[src/rtl/flptw_pkg.sv]
// Shared types and constants for the four-level page table walker.
`default_nettype none

package flptw_pkg;

   localparam int unsigned FRAME_TOP_BIT = 36;
   localparam int unsigned ADDR_W        = 52;
   localparam int unsigned VA_W          = 48;
   localparam int unsigned ENTRY_W       = 64;

   localparam logic [ENTRY_W-1:0] FRAME_MASK =
      ((ENTRY_W'(1) << FRAME_TOP_BIT) - ENTRY_W'(1)) & ~ENTRY_W'(64'hFFF);
   localparam logic [ENTRY_W-1:0] FRAME_2M_MASK = FRAME_MASK & ~ENTRY_W'(64'h1F_FFFF);

   localparam logic MODE_START = 1'b0;
   localparam logic MODE_ENTRY = 1'b1;

   localparam logic KIND_READ   = 1'b0;
   localparam logic KIND_FINISH = 1'b1;

   localparam logic [1:0] LEVEL_PML4 = 2'd3;
   localparam logic [1:0] LEVEL_PDPT = 2'd2;
   localparam logic [1:0] LEVEL_PD   = 2'd1;
   localparam logic [1:0] LEVEL_PT   = 2'd0;

   localparam int unsigned PRESENT_BIT = 0;
   localparam int unsigned PS_BIT      = 7;

   typedef struct packed {
      logic                mode;
      logic [ADDR_W-1:0]   table_root;
      logic [VA_W-1:0]     vaddr;
      logic [ENTRY_W-1:0]  read_data;
   } req_type;

   typedef struct packed {
      logic                result_kind;
      logic [ADDR_W-1:0]   address;
      logic                fault;
   } rsp_type;

   typedef struct packed {
      logic [1:0]          walk_level;
      logic                walk_busy;
      logic [VA_W-1:0]     held_vaddr;
   } walk_state_type;

endpackage

`default_nettype wire

[src/rtl/four_level_page_table_walker.sv]
// Top level of the four-level page table walker: input register, walk step, result register.
// An accepted item enters the input register; its result then goes to the result register.
// Throughput: one item per cycle unless stalled by rsp_ready; step: a mask, one 52-bit add.
// The input stage advances whenever the result register is empty or being taken.
// Entry items that hit an idle walker are consumed with no result.
// Synchronous active-high reset empties both registers and leaves the walker idle at level 0.
`default_nettype none

module four_level_page_table_walker (
   input  wire                 clock,
   input  wire                 reset,
   input  wire                 req_valid,
   output logic                req_ready,
   input  var flptw_pkg::req_type req_item,
   output logic                rsp_valid,
   input  wire                 rsp_ready,
   output flptw_pkg::rsp_type  rsp_item
);

   logic                      in_valid_ff, in_valid_in;
   flptw_pkg::req_type        in_item_ff, in_item_in;
   logic                      out_valid_ff, out_valid_in;
   flptw_pkg::rsp_type        out_item_ff, out_item_in;
   flptw_pkg::walk_state_type state_ff, state_in;

   logic                      step_valid;
   flptw_pkg::rsp_type        step_result;
   flptw_pkg::walk_state_type step_state;
   logic                      advance;

   flptw_step u_step (
      .item         (in_item_ff),
      .state        (state_ff),
      .result_valid (step_valid),
      .result       (step_result),
      .state_next   (step_state)
   );

   assign advance   = !out_valid_ff || rsp_ready;
   assign req_ready = !in_valid_ff || advance;
   assign rsp_valid = out_valid_ff;
   assign rsp_item  = out_item_ff;

   always_comb begin
      in_valid_in  = in_valid_ff;
      in_item_in   = in_item_ff;
      out_valid_in = out_valid_ff;
      out_item_in  = out_item_ff;
      state_in     = state_ff;
      if (advance) begin
         out_valid_in = in_valid_ff && step_valid;
         if (in_valid_ff) begin
            out_item_in = step_result;
            state_in    = step_state;
         end
      end
      if (req_ready) begin
         in_valid_in = req_valid;
         in_item_in  = req_item;
      end
   end

   always_ff @(posedge clock) begin
      in_item_ff  <= in_item_in;
      out_item_ff <= out_item_in;
      if (reset) begin
         in_valid_ff  <= 1'b0;
         out_valid_ff <= 1'b0;
         state_ff     <= '0;
      end else begin
         in_valid_ff  <= in_valid_in;
         out_valid_ff <= out_valid_in;
         state_ff     <= state_in;
      end
   end

   a_fault_is_final: assert property (@(posedge clock) disable iff (reset)
      rsp_valid && rsp_item.fault |->
         rsp_item.result_kind == flptw_pkg::KIND_FINISH && rsp_item.address == '0)
      else $error("fault result not a finished item with zero address");

   a_idle_level: assert property (@(posedge clock) disable iff (reset)
      !state_ff.walk_busy |-> state_ff.walk_level == flptw_pkg::LEVEL_PT)
      else $error("idle walker holds a non-zero level");

   a_stall_holds_state: assert property (@(posedge clock) disable iff (reset)
      out_valid_ff && !rsp_ready |=> $stable(state_ff))
      else $error("walk state moved while result register stalled");

   a_finish_goes_idle: assert property (@(posedge clock) disable iff (reset)
      advance && in_valid_ff && step_valid
         && step_result.result_kind == flptw_pkg::KIND_FINISH |=> !state_ff.walk_busy)
      else $error("walker still busy after a finished item");

endmodule

`default_nettype wire

[src/rtl/flptw_step.sv]
// Combinational walk step: one request item plus walk state to result and next state.
`default_nettype none

module flptw_step (
   input  var flptw_pkg::req_type        item,
   input  var flptw_pkg::walk_state_type state,
   output logic                          result_valid,
   output flptw_pkg::rsp_type            result,
   output flptw_pkg::walk_state_type     state_next
);

   logic [flptw_pkg::ENTRY_W-1:0] entry;
   logic [flptw_pkg::VA_W-1:0]    va;
   logic [flptw_pkg::ADDR_W-1:0]  frame;
   logic [flptw_pkg::ADDR_W-1:0]  root;
   logic [8:0]                    next_idx;
   logic                          present;
   logic                          page_size;

   assign entry     = item.read_data;
   assign va        = state.held_vaddr;
   assign frame     = flptw_pkg::ADDR_W'(entry & flptw_pkg::FRAME_MASK);
   assign root      = {item.table_root[flptw_pkg::ADDR_W-1:4], 4'h0};
   assign present   = entry[flptw_pkg::PRESENT_BIT];
   assign page_size = entry[flptw_pkg::PS_BIT];

   always_comb begin
      case (state.walk_level)
         flptw_pkg::LEVEL_PML4: next_idx = va[38:30];
         flptw_pkg::LEVEL_PDPT: next_idx = va[29:21];
         default:               next_idx = va[20:12];
      endcase
   end

   always_comb begin
      state_next         = state;
      result_valid       = 1'b0;
      result.result_kind = flptw_pkg::KIND_READ;
      result.address     = '0;
      result.fault       = 1'b0;
      if (item.mode == flptw_pkg::MODE_START) begin
         state_next.held_vaddr = item.vaddr;
         state_next.walk_busy  = 1'b1;
         state_next.walk_level = flptw_pkg::LEVEL_PML4;
         result_valid          = 1'b1;
         result.address = root + flptw_pkg::ADDR_W'({item.vaddr[47:39], 3'b000});
      end else if (state.walk_busy) begin
         result_valid = 1'b1;
         if (!present || (state.walk_level == flptw_pkg::LEVEL_PT && frame == '0)) begin
            state_next.walk_busy  = 1'b0;
            state_next.walk_level = flptw_pkg::LEVEL_PT;
            result.result_kind    = flptw_pkg::KIND_FINISH;
            result.fault          = 1'b1;
         end else if (state.walk_level == flptw_pkg::LEVEL_PDPT && page_size) begin
            state_next.walk_busy  = 1'b0;
            state_next.walk_level = flptw_pkg::LEVEL_PT;
            result.result_kind    = flptw_pkg::KIND_FINISH;
            result.address        = {entry[51:30], va[29:0]};
         end else if (state.walk_level == flptw_pkg::LEVEL_PD && page_size) begin
            state_next.walk_busy  = 1'b0;
            state_next.walk_level = flptw_pkg::LEVEL_PT;
            result.result_kind    = flptw_pkg::KIND_FINISH;
            result.address        = flptw_pkg::ADDR_W'(entry & flptw_pkg::FRAME_2M_MASK)
                                    | flptw_pkg::ADDR_W'(va[20:0]);
         end else if (state.walk_level == flptw_pkg::LEVEL_PT) begin
            state_next.walk_busy  = 1'b0;
            state_next.walk_level = flptw_pkg::LEVEL_PT;
            result.result_kind    = flptw_pkg::KIND_FINISH;
            result.address        = frame | flptw_pkg::ADDR_W'(va[11:0]);
         end else begin
            state_next.walk_level = state.walk_level - 2'd1;
            result.address        = frame | flptw_pkg::ADDR_W'({next_idx, 3'b000});
         end
      end
   end

endmodule

`default_nettype wire
[config.mk]
export PLATFORM = sky130hd
export DESIGN_NAME = four_level_page_table_walker
export DESIGN_NICKNAME = d
export VERILOG_FILES = /design/src/rtl/flptw_pkg.sv /design/src/rtl/four_level_page_table_walker.sv /design/src/rtl/flptw_step.sv
export SDC_FILE = /design/constraint.sdc
export NUM_CORES = 1
export LEC_CHECK = 0
export BUFFER_PORTS_ARGS = -buffer_cell sky130_fd_sc_hd__buf_2
export CAP_MARGIN = 25
export CORE_MARGIN = 4
export CORE_UTILIZATION = 45
export CTS_BUF_LIST = sky130_fd_sc_hd__clkbuf_2
export CTS_CLUSTER_SIZE = 24
export DETAILED_ROUTE_END_ITERATION = 10
export GPL_TIMING_DRIVEN = 0
export PLACE_DENSITY = 0.7
export RECOVER_POWER = 25
export SYNTH_ARGS = -nofsm -noshare
export SYNTH_HDL_FRONTEND = slang
export SYNTH_SLANG_ARGS = --single-unit
[constraint.sdc]
create_clock -name clock -period 10.3 [get_ports clock]
set_clock_uncertainty 0.15 [all_clocks]
set_input_delay 1.03 -clock clock [delete_from_list [all_inputs] [get_ports clock]]
set_output_delay 1.03 -clock clock [all_outputs]
set_load 0.02 [all_outputs]
## Word-level counts from Yosys, hierarchy flattened

Cells that the tools add are included.

| cells by class | value |
|---|---|
| divide/modulo/power cells | 0 |
| bitwise operators | 4 |
| mux-type cells | 19 |
| eq/ne operators | 4 |
| shifts and indexed selects | 0 |
| reduce and logical (&&, ||, !) cells | 16 |
| add/sub/neg operators | 2 |
| order comparisons | 0 |
| multiply operators | 0 |

Operators with widths:

| kind | number |
|---|---|
| 53-bit 2-to-1 mux | 3 |
| 52-bit 2-to-1 mux | 3 |
| 36-bit by 12-bit OR with 36-bit output | 2 |
| 52-bit by 12-bit adder with 52-bit output | 1 |
| 52-bit zero test | 1 |
| 36-bit by 21-bit OR with 36-bit output | 1 |
| 9-bit case mux with 2 select lines | 1 |
| 3-bit 2-to-1 mux | 5 |
| 1-bit 2-to-1 mux | 6 |
| 3-bit AND reduction | 2 |
| 2-bit equality test, second input constant | 2 |
| 1-bit logical AND | 4 |
| 2-bit AND reduction | 2 |
| 1-bit zero test | 3 |
| 1-bit logical OR | 3 |
| 2-bit by 1-bit equality test with 1-bit output, second input constant | 1 |
| 2-bit zero test | 1 |
| 2-bit 2-to-1 mux | 1 |
| 2-bit by 1-bit != test with 1-bit output, second input constant | 1 |
| 2-bit by 1-bit subtractor with 2-bit output, second input constant | 1 |
| 1-bit NOT | 1 |

| storage, ports and cells | value |
|---|---|
| word-level logic and storage cells | 57 |
| memories | 0 |
| bits in latches | 0 |
| register bits after elaboration | 251 |
| bits in writable memories | 0 |
| bits in read-only memories | 0 |
| bits of input ports | 169 |
| output and inout port bits | 56 |

## Logic depth before layout (Yosys ltp)

Gate-level depths: netlist of the first run.

| logic depth | value |
|---|---|
| word-level depth | 9 |
| mapped depth | 9 |
| mapped depth without buffers | 8 |

## Cells and area by module

From an unflattened synthesis of the first run, not the netlist that was laid out.

| second synthesis, totals | value |
|---|---|
| cell total of the unflattened synthesis | 871 |
| area total of the unflattened synthesis | 12,030.3 um^2 |

Modules (own cells, without submodules):

| module | cells an instance | instances | seq. area each (um^2) | area each (um^2) |
|---|---|---|---|---|
| four_level_page_table_walker | 449 | 1 | 7,637.3 | 8,941.1 |
| flptw_step | 422 | 1 | 0.0 | 3,089.2 |

## Least setup slack after synthesis of the first run

Ideal clock, no wire load.

| timing | value |
|---|---|
| kind | input to output |
| from | input port rsp_ready |
| to | output port req_ready |
| setup slack | 4.985 ns |
| stages | 2 |
| data required time | 9.120 ns |
| buffers on the path | 0 |
| arrival | 4.135 ns |
| cell sequence | nor2b_1 -> nand2_1 |

| between the ends | value |
|---|---|
| longest elaborated chain between the ends | 2 |

Ends and longest elaborated chain:

| element | RTL line | RTL |
|---|---|---|
| start, declared | four_level_page_table_walker.sv:16 | `input wire rsp_ready,` |
| 1-bit logical OR | four_level_page_table_walker.sv:39 | `assign advance = !out_valid_ff \|\| rsp_ready;` |
| 1-bit logical OR | four_level_page_table_walker.sv:40 | `assign req_ready = !in_valid_ff \|\| advance;` |
| end, declared | four_level_page_table_walker.sv:13 | `output logic req_ready,` |

No other way between the ends.

## Worst setup path after layout of the first run

| timing | value |
|---|---|
| from | register out_valid_ff (netlist: rsp_valid) |
| to | output port req_ready |

| between the ends | value |
|---|---|
| longest elaborated chain between the ends | 3 |

Ends and longest elaborated chain:

| element | RTL line | RTL |
|---|---|---|
| start, declared | four_level_page_table_walker.sv:22 | `logic out_valid_ff, out_valid_in;` |
| start signal, assigned | four_level_page_table_walker.sv:72 | `out_valid_ff <= out_valid_in;` |
| 1-bit zero test | four_level_page_table_walker.sv:39 |  |
| 1-bit logical OR | four_level_page_table_walker.sv:39 |  |
| 1-bit logical OR | four_level_page_table_walker.sv:40 |  |

No other way between the ends.

==> results.md, run 1 <==
- Cts repair resizes: 0
- CTS max path bufs: 3
- Post-synth EDFFs: 193
- Worst setup SP type: flop
- Area share of the largest cell type after synthesis: 0.601
- Post-CTS Hold Buffers: 0
- Clk pin slew, worst setup/hold paths: 0.10 ns
- Buffers and inverters on the worst path: 2
- Post-layout net count: 1,186
- Comb pwr share: 0.085
- Highest Clock Rate: 298 MHz
- Max Slew Vio Count: 0
- Starting Density: 0.459
- Worst skew pair latency: 0.80 ns
- Least-Margin Pin Slew: 1.09 ns
- Status: complete, no violations
- Flop pwr share: 0.586
- Pint: 1410 uW
- Max Cap Viol: 0
- DR vias/cell: 5.38
- Ys Warns: 0
- Max H-tree Level: 2
- Area leader, netlist: edfxtp_1
- Sw power: 496 uW
- Switching Share: 0.261
- RSZ-0062 raised after global routing: no
- Setup Fix Bufs, Post-CTS: 0
- Post-layout worst setup margin: 6.95 ns
- Tcrit/Tclk final: 0.325
- Worst Path Max Fanout: 68
- GP Congestion: 0.882
- Sink Count: 237
- WS Path Type: flop to output pin
- Largest net degree at the start of global routing: 69
- Share of cells above drive strength 1: 0.279
- Setup violations, final: 0
- Avg Cell Area, Syn: 12.9 um^2
- Die width: 154 um
- DR iter-0 viols: 613
- Via Count: 7,155
- Arrival time worst endpoint: 2.17 ns
- Overflow after GRT: 0
- Minimum period implied by the final worst setup slack: 3.35 ns
- Clk root buf: clkbuf_2
- Syn Nets: 924
- Max VDD drop: 81.5 uV
- Layout Cell Area excl Fill: 0.0116 mm^2
- Cell Area, Synth: 0.00964 mm^2
- Vias in the first global route: 7,136
- Cell count after synthesis: 746
- Yosys cell types: 49
- Fraction of registers with async set/reset: 0
- Die span in y: 154 um
- Worst path cell trace: nor2b_1 > nand2_4 > buf_16 > buf_2
- Place WS: 6.97 ns
- IO Pins: 225
- Endpoint class of the critical path: output pin
- # port buffers: 197
- Synthesized flop and latch total: 237
- Initial antenna violation count: 2
- Worst slew margin relative to its limit: 0.269
- Final hold violations: 0
- Placeable Area: 0.0210 mm^2
- Synth Flop Type: edfxtp_1
- Final core utilization: 0.551
- TritonRoute pass-1 iters: 5
- Commonest cells post-synth: edfxtp_1, nand2_1, a21oi_1
- Count leader, synth: edfxtp_1
- CTS tree: built
- Placed Area: 0.0111 mm^2
- Synth-to-Final Area Change: 20.2%
- Routed WL: 25,500 um
- Setup TNS Final: 0 ns
- Cts bufs inserted: 60
- Leak pwr: 0.00451 uW
- Hold WS: 0.252 ns
- Slowest cell on crit path: dfxtp_1
- Wire per inst: 19.2 um
- Total track usage: 0.206
- Hold Crit Class: input pin to flop
- Final HPWL DP: 18,600 um
- Row count: 53
- PwrDens: 164 mW/mm^2
- Ranking of synthesized cells by area: edfxtp_1, dfxtp_1, nand2_1
- Routed Antenna Nets: 0
- Filler cell count in the final layout: 1,839
- First-pass GRT wire length: 37,700 um
- CP peak stage delay: 0.33 ns
- DRC viols: 0
- Delay-heaviest family, CP: simple AND/OR/NAND/NOR gates
- Clock share of power: 0.328
- Die ar.: 0.0238 mm^2
- Sequential share of the synthesized area: 0.693
- Worst Path Required: 9.12 ns
-- layout make-up --
class / instances / area [um^2] / share of cell area
inverter: 8 / 30.0 / 0.00259
multi-input combinational: 465 / 2800 / 0.242
sequential: 237 / 6680 / 0.576
timing repair buffer: 200 / 1050 / 0.0907
clock inverter: 15 / 82.6 / 0.00713
clock buffer: 91 / 455 / 0.0393
antenna: 2 / 5.00 / 0.000432
buffer: 36 / 138 / 0.0119
tap: 275 / 344 / 0.0297
-- per-stage QoR --
stage	power [uW]	instances
floorplan	1220	746
global placement	1300	1218
detailed placement	1300	1221
CTS	1930	1327
global route	1990	1329
finish	1900	1329
-- per-layer routing --
layer | track usage | vias up | share of wire
li1 | - | 3365 | -
met3 | 0.0529 | 53 | 0.099
met2 | 0.320 | 330 | 0.46
met1 | 0.283 | 3407 | 0.42
met4 | 0.0711 | 0 | 0.023
met5 | 0 | - | 0
-- logic make-up after synthesis --
family	synth area share
mux	0.0280
buf+inv	0.0174
fa+ha+maj	0.0135
xor+xnor	0.0382
compound gates	0.0989
flops	0.693
simple gates	0.111
-- final timing paths --
path | startpoint | to | slack [ns] | depth (start not counted)
min reg2reg | state_ff[2] | state_ff[2] | 0.31 | 2
max | rsp_valid | req_ready | 6.95 | 4
max reg2reg | in_item_ff[117] | rsp_item[46] | 7.05 | 8
min | req_item[41] | in_item_ff[41] | 0.25 | 1
-- power groups by stage --
stage	Sequential [uW]	Combinational [uW]	Clock, uW
floorplan	1140	77.0	0
global placement	1140	157	0
detailed placement	1140	161	0
CTS	1120	162	649
global route	1120	176	694
finish	1120	162	625
-- state kept, by name (all words and copies together), names as in the netlist --
register,cells
in_valid_ff,1
rsp_item,54
in_item_ff,139
rsp_valid,1
state_ff,42
-- placed cells by master, fill, tap and decap left out, types with 6 or more instances in the layout --
cell type / Yosys / layout
xor2_1: 29 / 29
a211oi_1: 11 / 11
ha_1: 8 / 8
edfxtp_1: 193 / 193
nand3_1: 21 / 21
o22ai_1: 21 / 21
o2111ai_1: 6 / 6
inv_1: 8 / 7
clkbuf_1: 33 / 41
o211ai_1: 9 / 9
buf_2: 1 / 190
o21ai_0: 19 / 19
clkbuf_2: 1 / 92
nor2_1: 27 / 27
and3_1: 11 / 11
o21ai_1: 6 / 6
nor3_1: 13 / 13
nand4_1: 13 / 13
clkinv_1: 0 / 14
xnor2_1: 13 / 13
dfxtp_1: 44 / 44
a21oi_1: 62 / 62
mux2i_1: 27 / 27
nor4_1: 8 / 8
nand2_1: 117 / 116
Power figures use the tool's default switching activity.
==> run 2, diff against run 1 <==
ABC_AREA = 1   (was unset)
PLACE_DENSITY = 0.69   (was 0.7)
clock period = 3.19 ns   (was 10.3 ns; I/O delays follow)
==> run 2 against run 1 <==
- final cell count is 48% higher
- core utilization is 12 points higher
- combinational power rose to 5.6 times the previous value
- critical path depth unchanged
- total power rose to 3.5 times the previous value
- clock power rose to 3.4 times the previous value
- wire length increased by 45%
- via count increased by 38%
- non-clock buffer count is 264 higher
- worst hold slack worse by 0.20 ns
- synthesized cell count rose by 42%
- flip-flop and latch count stayed put
- largest power group unchanged
- highest routed layer unchanged
==> results.md, run 2 <==
- Synth Flop Type: edfxtp_1
- Least-Margin Pin Slew: 0.634 ns (-0.454 ns)
- Max Slew Vio Count: 0 (unchanged)
- DR iter-0 viols: 779 (+27%)
- Synthesized flop and latch total: 237 (unchanged)
- Worst Path Max Fanout: 57 (-16%)
- TritonRoute pass-1 iters: 7 (+2)
- Post-Place Cells: 1,573 (+29%)
- Die span in y: 161 um (+4.3%)
- Clk root buf: clkbuf_2
- GP Congestion: 0.893 (+1.2%)
- Commonest non-fill, non-tap cells in the layout: dlygate4sd3_1, nand2_1, buf_2, edfxtp_1, nor2_1
- Endpoint class of the critical path: output pin
- Worst slew margin relative to its limit: 0.577 (+0.308)
- Clk pin slew, worst setup/hold paths: 0.12 ns (+0.02 ns)
- Place WS: 0.672 ns (-6.30 ns)
- Post-synth EDFFs: 193 (unchanged)
- Overall Power: 6680 uW (+250%)
- Placed Area: 0.0120 mm^2 (+8.7%)
- Die ar.: 0.0259 mm^2 (+8.8%)
- Tcrit/Tclk final: 0.951
- Synth-to-Final Area Change: 45.3%
- Die width: 161 um (+4.3%)
- Arrival time worst endpoint: 2.56 ns (+0.39 ns)
- Post-layout net count: 1,775 (+50%)
- Wire per inst: 18.8 um (-1.9%)
- CTS max path bufs: 3 (unchanged)
- Total track usage: 0.277 (+0.0715)
- Cts bufs inserted: 60 (unchanged)
- Highest Clock Rate: 330 MHz
- Vias in the first global route: 10,283 (+44%)
- Ys Warns: 0 (unchanged)
- WS Path Type: flop to output pin
- Routed Antenna Nets: 0 (unchanged)
- Via Count: 9,856 (+38%)
- Commonest non-fill, non-tap cell in the layout: dlygate4sd3_1
- Yosys cell types: 43 (-12%)
- Layout Cell Area excl Fill: 0.0153 mm^2 (+32%)
- Avg Cell Area, Syn: 9.95 um^2 (-23%)
- Sink Count: 237 (unchanged)
- First-pass GRT wire length: 55,600 um (+47%)
- Fraction of registers with async set/reset: 0 (unchanged)
- Initial antenna violation count: 2 (unchanged)
- Ranking of synthesized cells by area: edfxtp_1, nand2_1, dfxtp_1
- Cts repair resizes: 0 (unchanged)
- # port buffers: 198 (+0.51%)
- Largest register FFs: 139 (unchanged)
- Commonest cells post-synth: nand2_1, edfxtp_1, nor2_1
- Status: complete, no violations
- RSZ-0062 raised after global routing: no
- Max Cap Viol: 0 (unchanged)
- Area share of the largest cell type after synthesis: 0.550 (-0.0513)
- Row count: 55 (+3.8%)
- Overflow after GRT: 0 (unchanged)
- Worst Path Required: 2.72 ns (-6.40 ns)
- Worst skew pair latency: 0.93 ns (+0.13 ns)
- Count leader, synth: nand2_1
- Setup violations, final: 0 (unchanged)
- Starting Density: 0.461 (+0.00273)
- Placeable Area: 0.0228 mm^2 (+8.7%)
- Hold Crit Class: input pin to flop
- CTS tree: built
- Final core utilization: 0.670 (+0.119)
- Final HPWL DP: 22,900 um (+23%)
- Cell Area, Synth: 0.0105 mm^2 (+9.3%)
- Leak pwr: 0.00661 uW (+47%)
- Minimum period implied by the final worst setup slack: 3.03 ns
- Final hold violations: 0 (unchanged)
- Syn Nets: 1,237 (+34%)
- Cell count after synthesis: 1,059 (+42%)
- Area leader, netlist: edfxtp_1
- Worst setup SP type: flop
- DR vias/cell: 5.02 (-6.7%)
- Max H-tree Level: 2 (unchanged)
- Sequential share of the synthesized area: 0.633 (-0.0591)
- Top reg by flops: in_item_ff
- DRC viols: 0 (unchanged)
- Final cell count without fillers: 1,962 (+48%)
- Post-layout worst setup margin: 0.157 ns (-6.79 ns)
- PwrDens: 436 mW/mm^2 (+170%)
- Largest net degree at the start of global routing: 58 (-16%)
- Max VDD drop: 482 uV (+490%)
- IO Pins: 225 (unchanged)
- Share of cells above drive strength 1: 0.221 (-0.0589)
- Routed WL: 36,900 um (+45%)
run 2: critical path: stages, from the launching register on:
cell	delay, ns
dfxtp_1	0.56
nand3_4	0.30
buf_16	0.30
buf_16	0.24
buf_2	0.21
run 2: through the flow:
step / TNS, ns / hold WS [ns]
floorplan: 0 / 0.238
global placement: -0.0816 / 0.303
detailed placement: 0 / 0.309
CTS: 0 / 0.000229
global route: 0 / 0.00154
finish: 0 / 0.0495
run 2: metal layers:
metal / global-route usage / routed length, um / vias up
met3: 0.0477 / 2050 / 81
met4: 0.100 / 1160 / 0
met5: 0 / 0 / -
met1: 0.327 / 14500 / 4666
met2: 0.510 / 19200 / 414
li1: - / - / 4695
run 2: logic make-up (layout without fill, tap and decap cells):
| kind of cell | Yosys count | after routing | share of synthesized area |
|---|---|---|---|
| and+or+nand+nor | 574 | 576 | 0.240 |
| DFF | 237 | 237 | 0.633 |
| AOI/OAI and AO/OA | 116 | 116 | 0.0592 |
| buffers and inverters | 108 | 693 | 0.0413 |
| muxes | 11 | 11 | 0.0112 |
| adders and majority gates | 9 | 9 | 0.0114 |
| xor gates and xnor gates | 4 | 4 | 0.00332 |
| other | 0 | 3 | 0 |
run 2: power by group:
part           switching [uW]  internal [uW]  total [uW]
Combinational             468            440         908
Sequential                112           3520        3630
Clock                    1340            798        2140
Total                    1920           4760        6680
run 2: area by class of cell:
| cell class | instances | area [um^2] |
|---|---|---|
| antenna | 3 | 7.51 |
| multi-input combinational | 716 | 3460 |
| timing repair buffer | 474 | 3780 |
| buffer | 26 | 128 |
| fill | 1797 | 7530 |
| inverter | 82 | 308 |
| clock inverter | 30 | 155 |
| tap | 313 | 392 |
| clock buffer | 81 | 405 |
| sequential | 237 | 6680 |
run 2: final timing paths:
| path | from | end | slack, ns | cells past startpoint |
|---|---|---|---|---|
| setup / recovery | in_valid_ff | req_ready | 0.16 | 4 |
| setup reg to reg | rsp_valid | rsp_valid | 0.48 | 7 |
| hold reg to reg | in_item_ff[73] | state_ff[9] | 0.33 | 2 |
| hold / removal | req_item[148] | in_item_ff[148] | 0.05 | 2 |
run 2: repair_timing:
| action | CTS | global route |
|---|---|---|
| cloned | 1 | 1 |
| endpoints found under the setup margin | 1 | 1 |
| hold buffers | 265 | 8 |
| pin swaps | 1 | 1 |
| buffers inserted | 0 | 0 |
| hold endpoints to repair | 204 | 8 |
==> run 3, diff against run 2 <==
PLACE_DENSITY = 0.67   (was 0.69)
SYNTH_HIERARCHICAL = 1   (was unset)
==> run 3 against run 2 <==
- non-clock buffer count decreased by 69
- core utilization is 6.0 points lower
- worst hold slack gained 0.026 ns
- critical path type unchanged
- largest cell class unchanged
- largest power group unchanged
- highest routed layer is now met5
==> results.md, run 3 <==
- GP Congestion: 0.948 (+6.2%)
- Reg2reg end: rsp_item[17]
- Final hold violations: 0 (unchanged)
- Worst setup SP type: flop
- Hold path startpoint: req_item[49]
- DR vias/cell: 5.04 (+0.29%)
- Total track usage: 0.255 (-0.0221)
- IO Pins: 225 (unchanged)
- Largest net degree at the start of global routing: 91 (+57%)
- Starting Density: 0.460 (-0.00176)
- CTS max path bufs: 3 (unchanged)
- Final HPWL DP: 25,400 um (+11%)
- Via Count: 10,671 (+8.3%)
- Cell Area, Synth: 0.0116 mm^2 (+10%)
- Endpoint class of the critical path: output pin
- Status: complete, no violations
- Ys Warns: 6 (+6)
- First-pass GRT wire length: 56,300 um (+1.2%)
- Die width: 169 um (+4.7%)
- WS Path Type: flop to output pin
- Leak pwr: 0.00693 uW (+4.8%)
- Vias in the first global route: 10,399 (+1.1%)
- Least-Margin Pin Slew: 0.739 ns (+0.105 ns)
- PwrDens: 454 mW/mm^2 (+4.1%)
- CTS tree: built
- Setup violations, final: 0 (unchanged)
- Cts repair resizes: 0 (unchanged)
- Clk pin slew, worst setup/hold paths: 0.10 ns (-0.02 ns)
- Minimum period implied by the final worst setup slack: 2.84 ns (-0.197 ns)
- RSZ-0062 raised after global routing: no
- Layout Cell Area excl Fill: 0.0154 mm^2 (+0.70%)
- Placeable Area: 0.0253 mm^2 (+11%)
- Post-layout worst setup margin: 0.354 ns (+0.197 ns)
- FF-to-FF setup slack: 0.67 ns (+0.19 ns)
- Max Cap Viol: 0 (unchanged)
- Final core utilization: 0.611 (-0.0596)
- Tcrit/Tclk final: 0.889 (-0.0618)
- TritonRoute pass-1 iters: 6 (-1)
- Die span in y: 169 um (+4.7%)
- Top reg by flops: in_item_ff
- DRC viols: 0 (unchanged)
- Clk root buf: clkbuf_2
- DR iter-0 viols: 1,005 (+29%)
- Initial antenna violation count: 3 (+1)
- Avg Cell Area, Syn: 8.94 um^2 (-10%)
- # port buffers: 198 (unchanged)
- Sink Count: 237 (unchanged)
- Row count: 58 (+5.5%)
- Synth-to-Final Area Change: 32.9%
- Overflow after GRT: 0 (unchanged)
- Post-layout net count: 1,918 (+8.1%)
- Max VDD drop: 303 uV (-37%)
- Worst slew margin relative to its limit: 0.506 (-0.0707)
- Place WS: 0.805 ns (+0.133 ns)
- Worst skew pair latency: 0.85 ns (-0.08 ns)
- Share of cells above drive strength 1: 0.221 (about the same)
- Worst Path Max Fanout: 52 (-8.8%)
- Routed WL: 36,900 um (-0.24%)
- Worst Path Required: 2.72 ns (about the same)
- Min-Delay Path Depth: 2 (unchanged)
- Die ar.: 0.0284 mm^2 (+9.6%)
- Overall Power: 7000 uW (+4.8%)
- Placed Area: 0.0131 mm^2 (+8.9%)
- Worst Hold End: in_item_ff[49]
- R2R depth: 8 (+1)
- Commonest non-fill, non-tap cell in the layout: nand2_1
- Highest Clock Rate: 353 MHz (+7.0%)
- Largest register FFs: 139 (unchanged)
- Worst r2r src: in_item_ff[110]
- Max Slew Vio Count: 0 (unchanged)
- Routed Antenna Nets: 0 (unchanged)
- Commonest non-fill, non-tap cells in the layout: nand2_1, buf_2, edfxtp_1
- Cts bufs inserted: 66 (+10%)
- Max H-tree Level: 3 (+1)
- Syn Nets: 1,476 (+19%)
- Arrival time worst endpoint: 2.37 ns (-0.19 ns)
- Cell count after synthesis: 1,298 (+23%)
- Hold Crit Class: input pin to flop
- Wire per inst: 17.4 um (-7.6%)
-- run 3: cell type report --
| class | instances | area, um^2 |
|---|---|---|
| tap | 330 | 413 |
| clock buffer | 103 | 515 |
| antenna | 2 | 5.00 |
| timing repair buffer | 374 | 2760 |
| buffer | 57 | 325 |
| clock inverter | 11 | 98.8 |
| sequential | 237 | 6680 |
| inverter | 143 | 537 |
| multi-input combinational | 861 | 4090 |
| fill | 2174 | 9830 |
-- run 3: what timing repair did --
action	in CTS	in global routing
hold buffers	172	2
buffers inserted	0	0
endpoints found under the hold margin	174	2
-- run 3: worst max-delay path, cell delays in order (launching register included) --
cell     delay (ns)
dfxtp_1        0.40
inv_1          0.05
nor2_1         0.42
nand2_8        0.38
buf_2          0.29
-- run 3: how the worst max path moves through the flow --
stage | startpoint | to | slack, ns | cells after the start
final | rsp_valid | req_ready | 0.35 | 4
after global routing | rsp_valid | req_ready | 0.22 | 4
after CTS | rsp_valid | req_ready | 0.30 | 4
after detailed placement | in_item_ff[104] | rsp_item[35] | 0.80 | 12
after global placement | in_valid_ff | req_ready | -0.73 | 4
after floorplan | rsp_valid | in_item_ff[0] | 0.21 | 3
-- run 3: report_power, final --
part	total (uW)	internal, uW	switching [uW]
clock	2320	1000	1320
sequential	3660	3530	132
combinational	1010	435	575
total	7000	4970	2030
-- run 3: routing by layer --
layer / track usage / up-vias / part of all wire
met5: 0 / - / 0.00073
met4: 0.0995 / 4 / 0.033
met3: 0.0624 / 92 / 0.095
met2: 0.418 / 520 / 0.47
met1: 0.329 / 4835 / 0.40
li1: - / 5220 / -
-- run 3: stage by stage --
step / hold WS, ns / cells / TNS, ns
final: 0.0760 / 2118 / 0
after detailed placement: 0.318 / 1828 / 0
after floorplan: 0.238 / 1298 / 0
after global routing: 0.00442 / 2118 / 0
after CTS: 0.000358 / 2114 / 0
after global placement: 0.311 / 1826 / -83.04
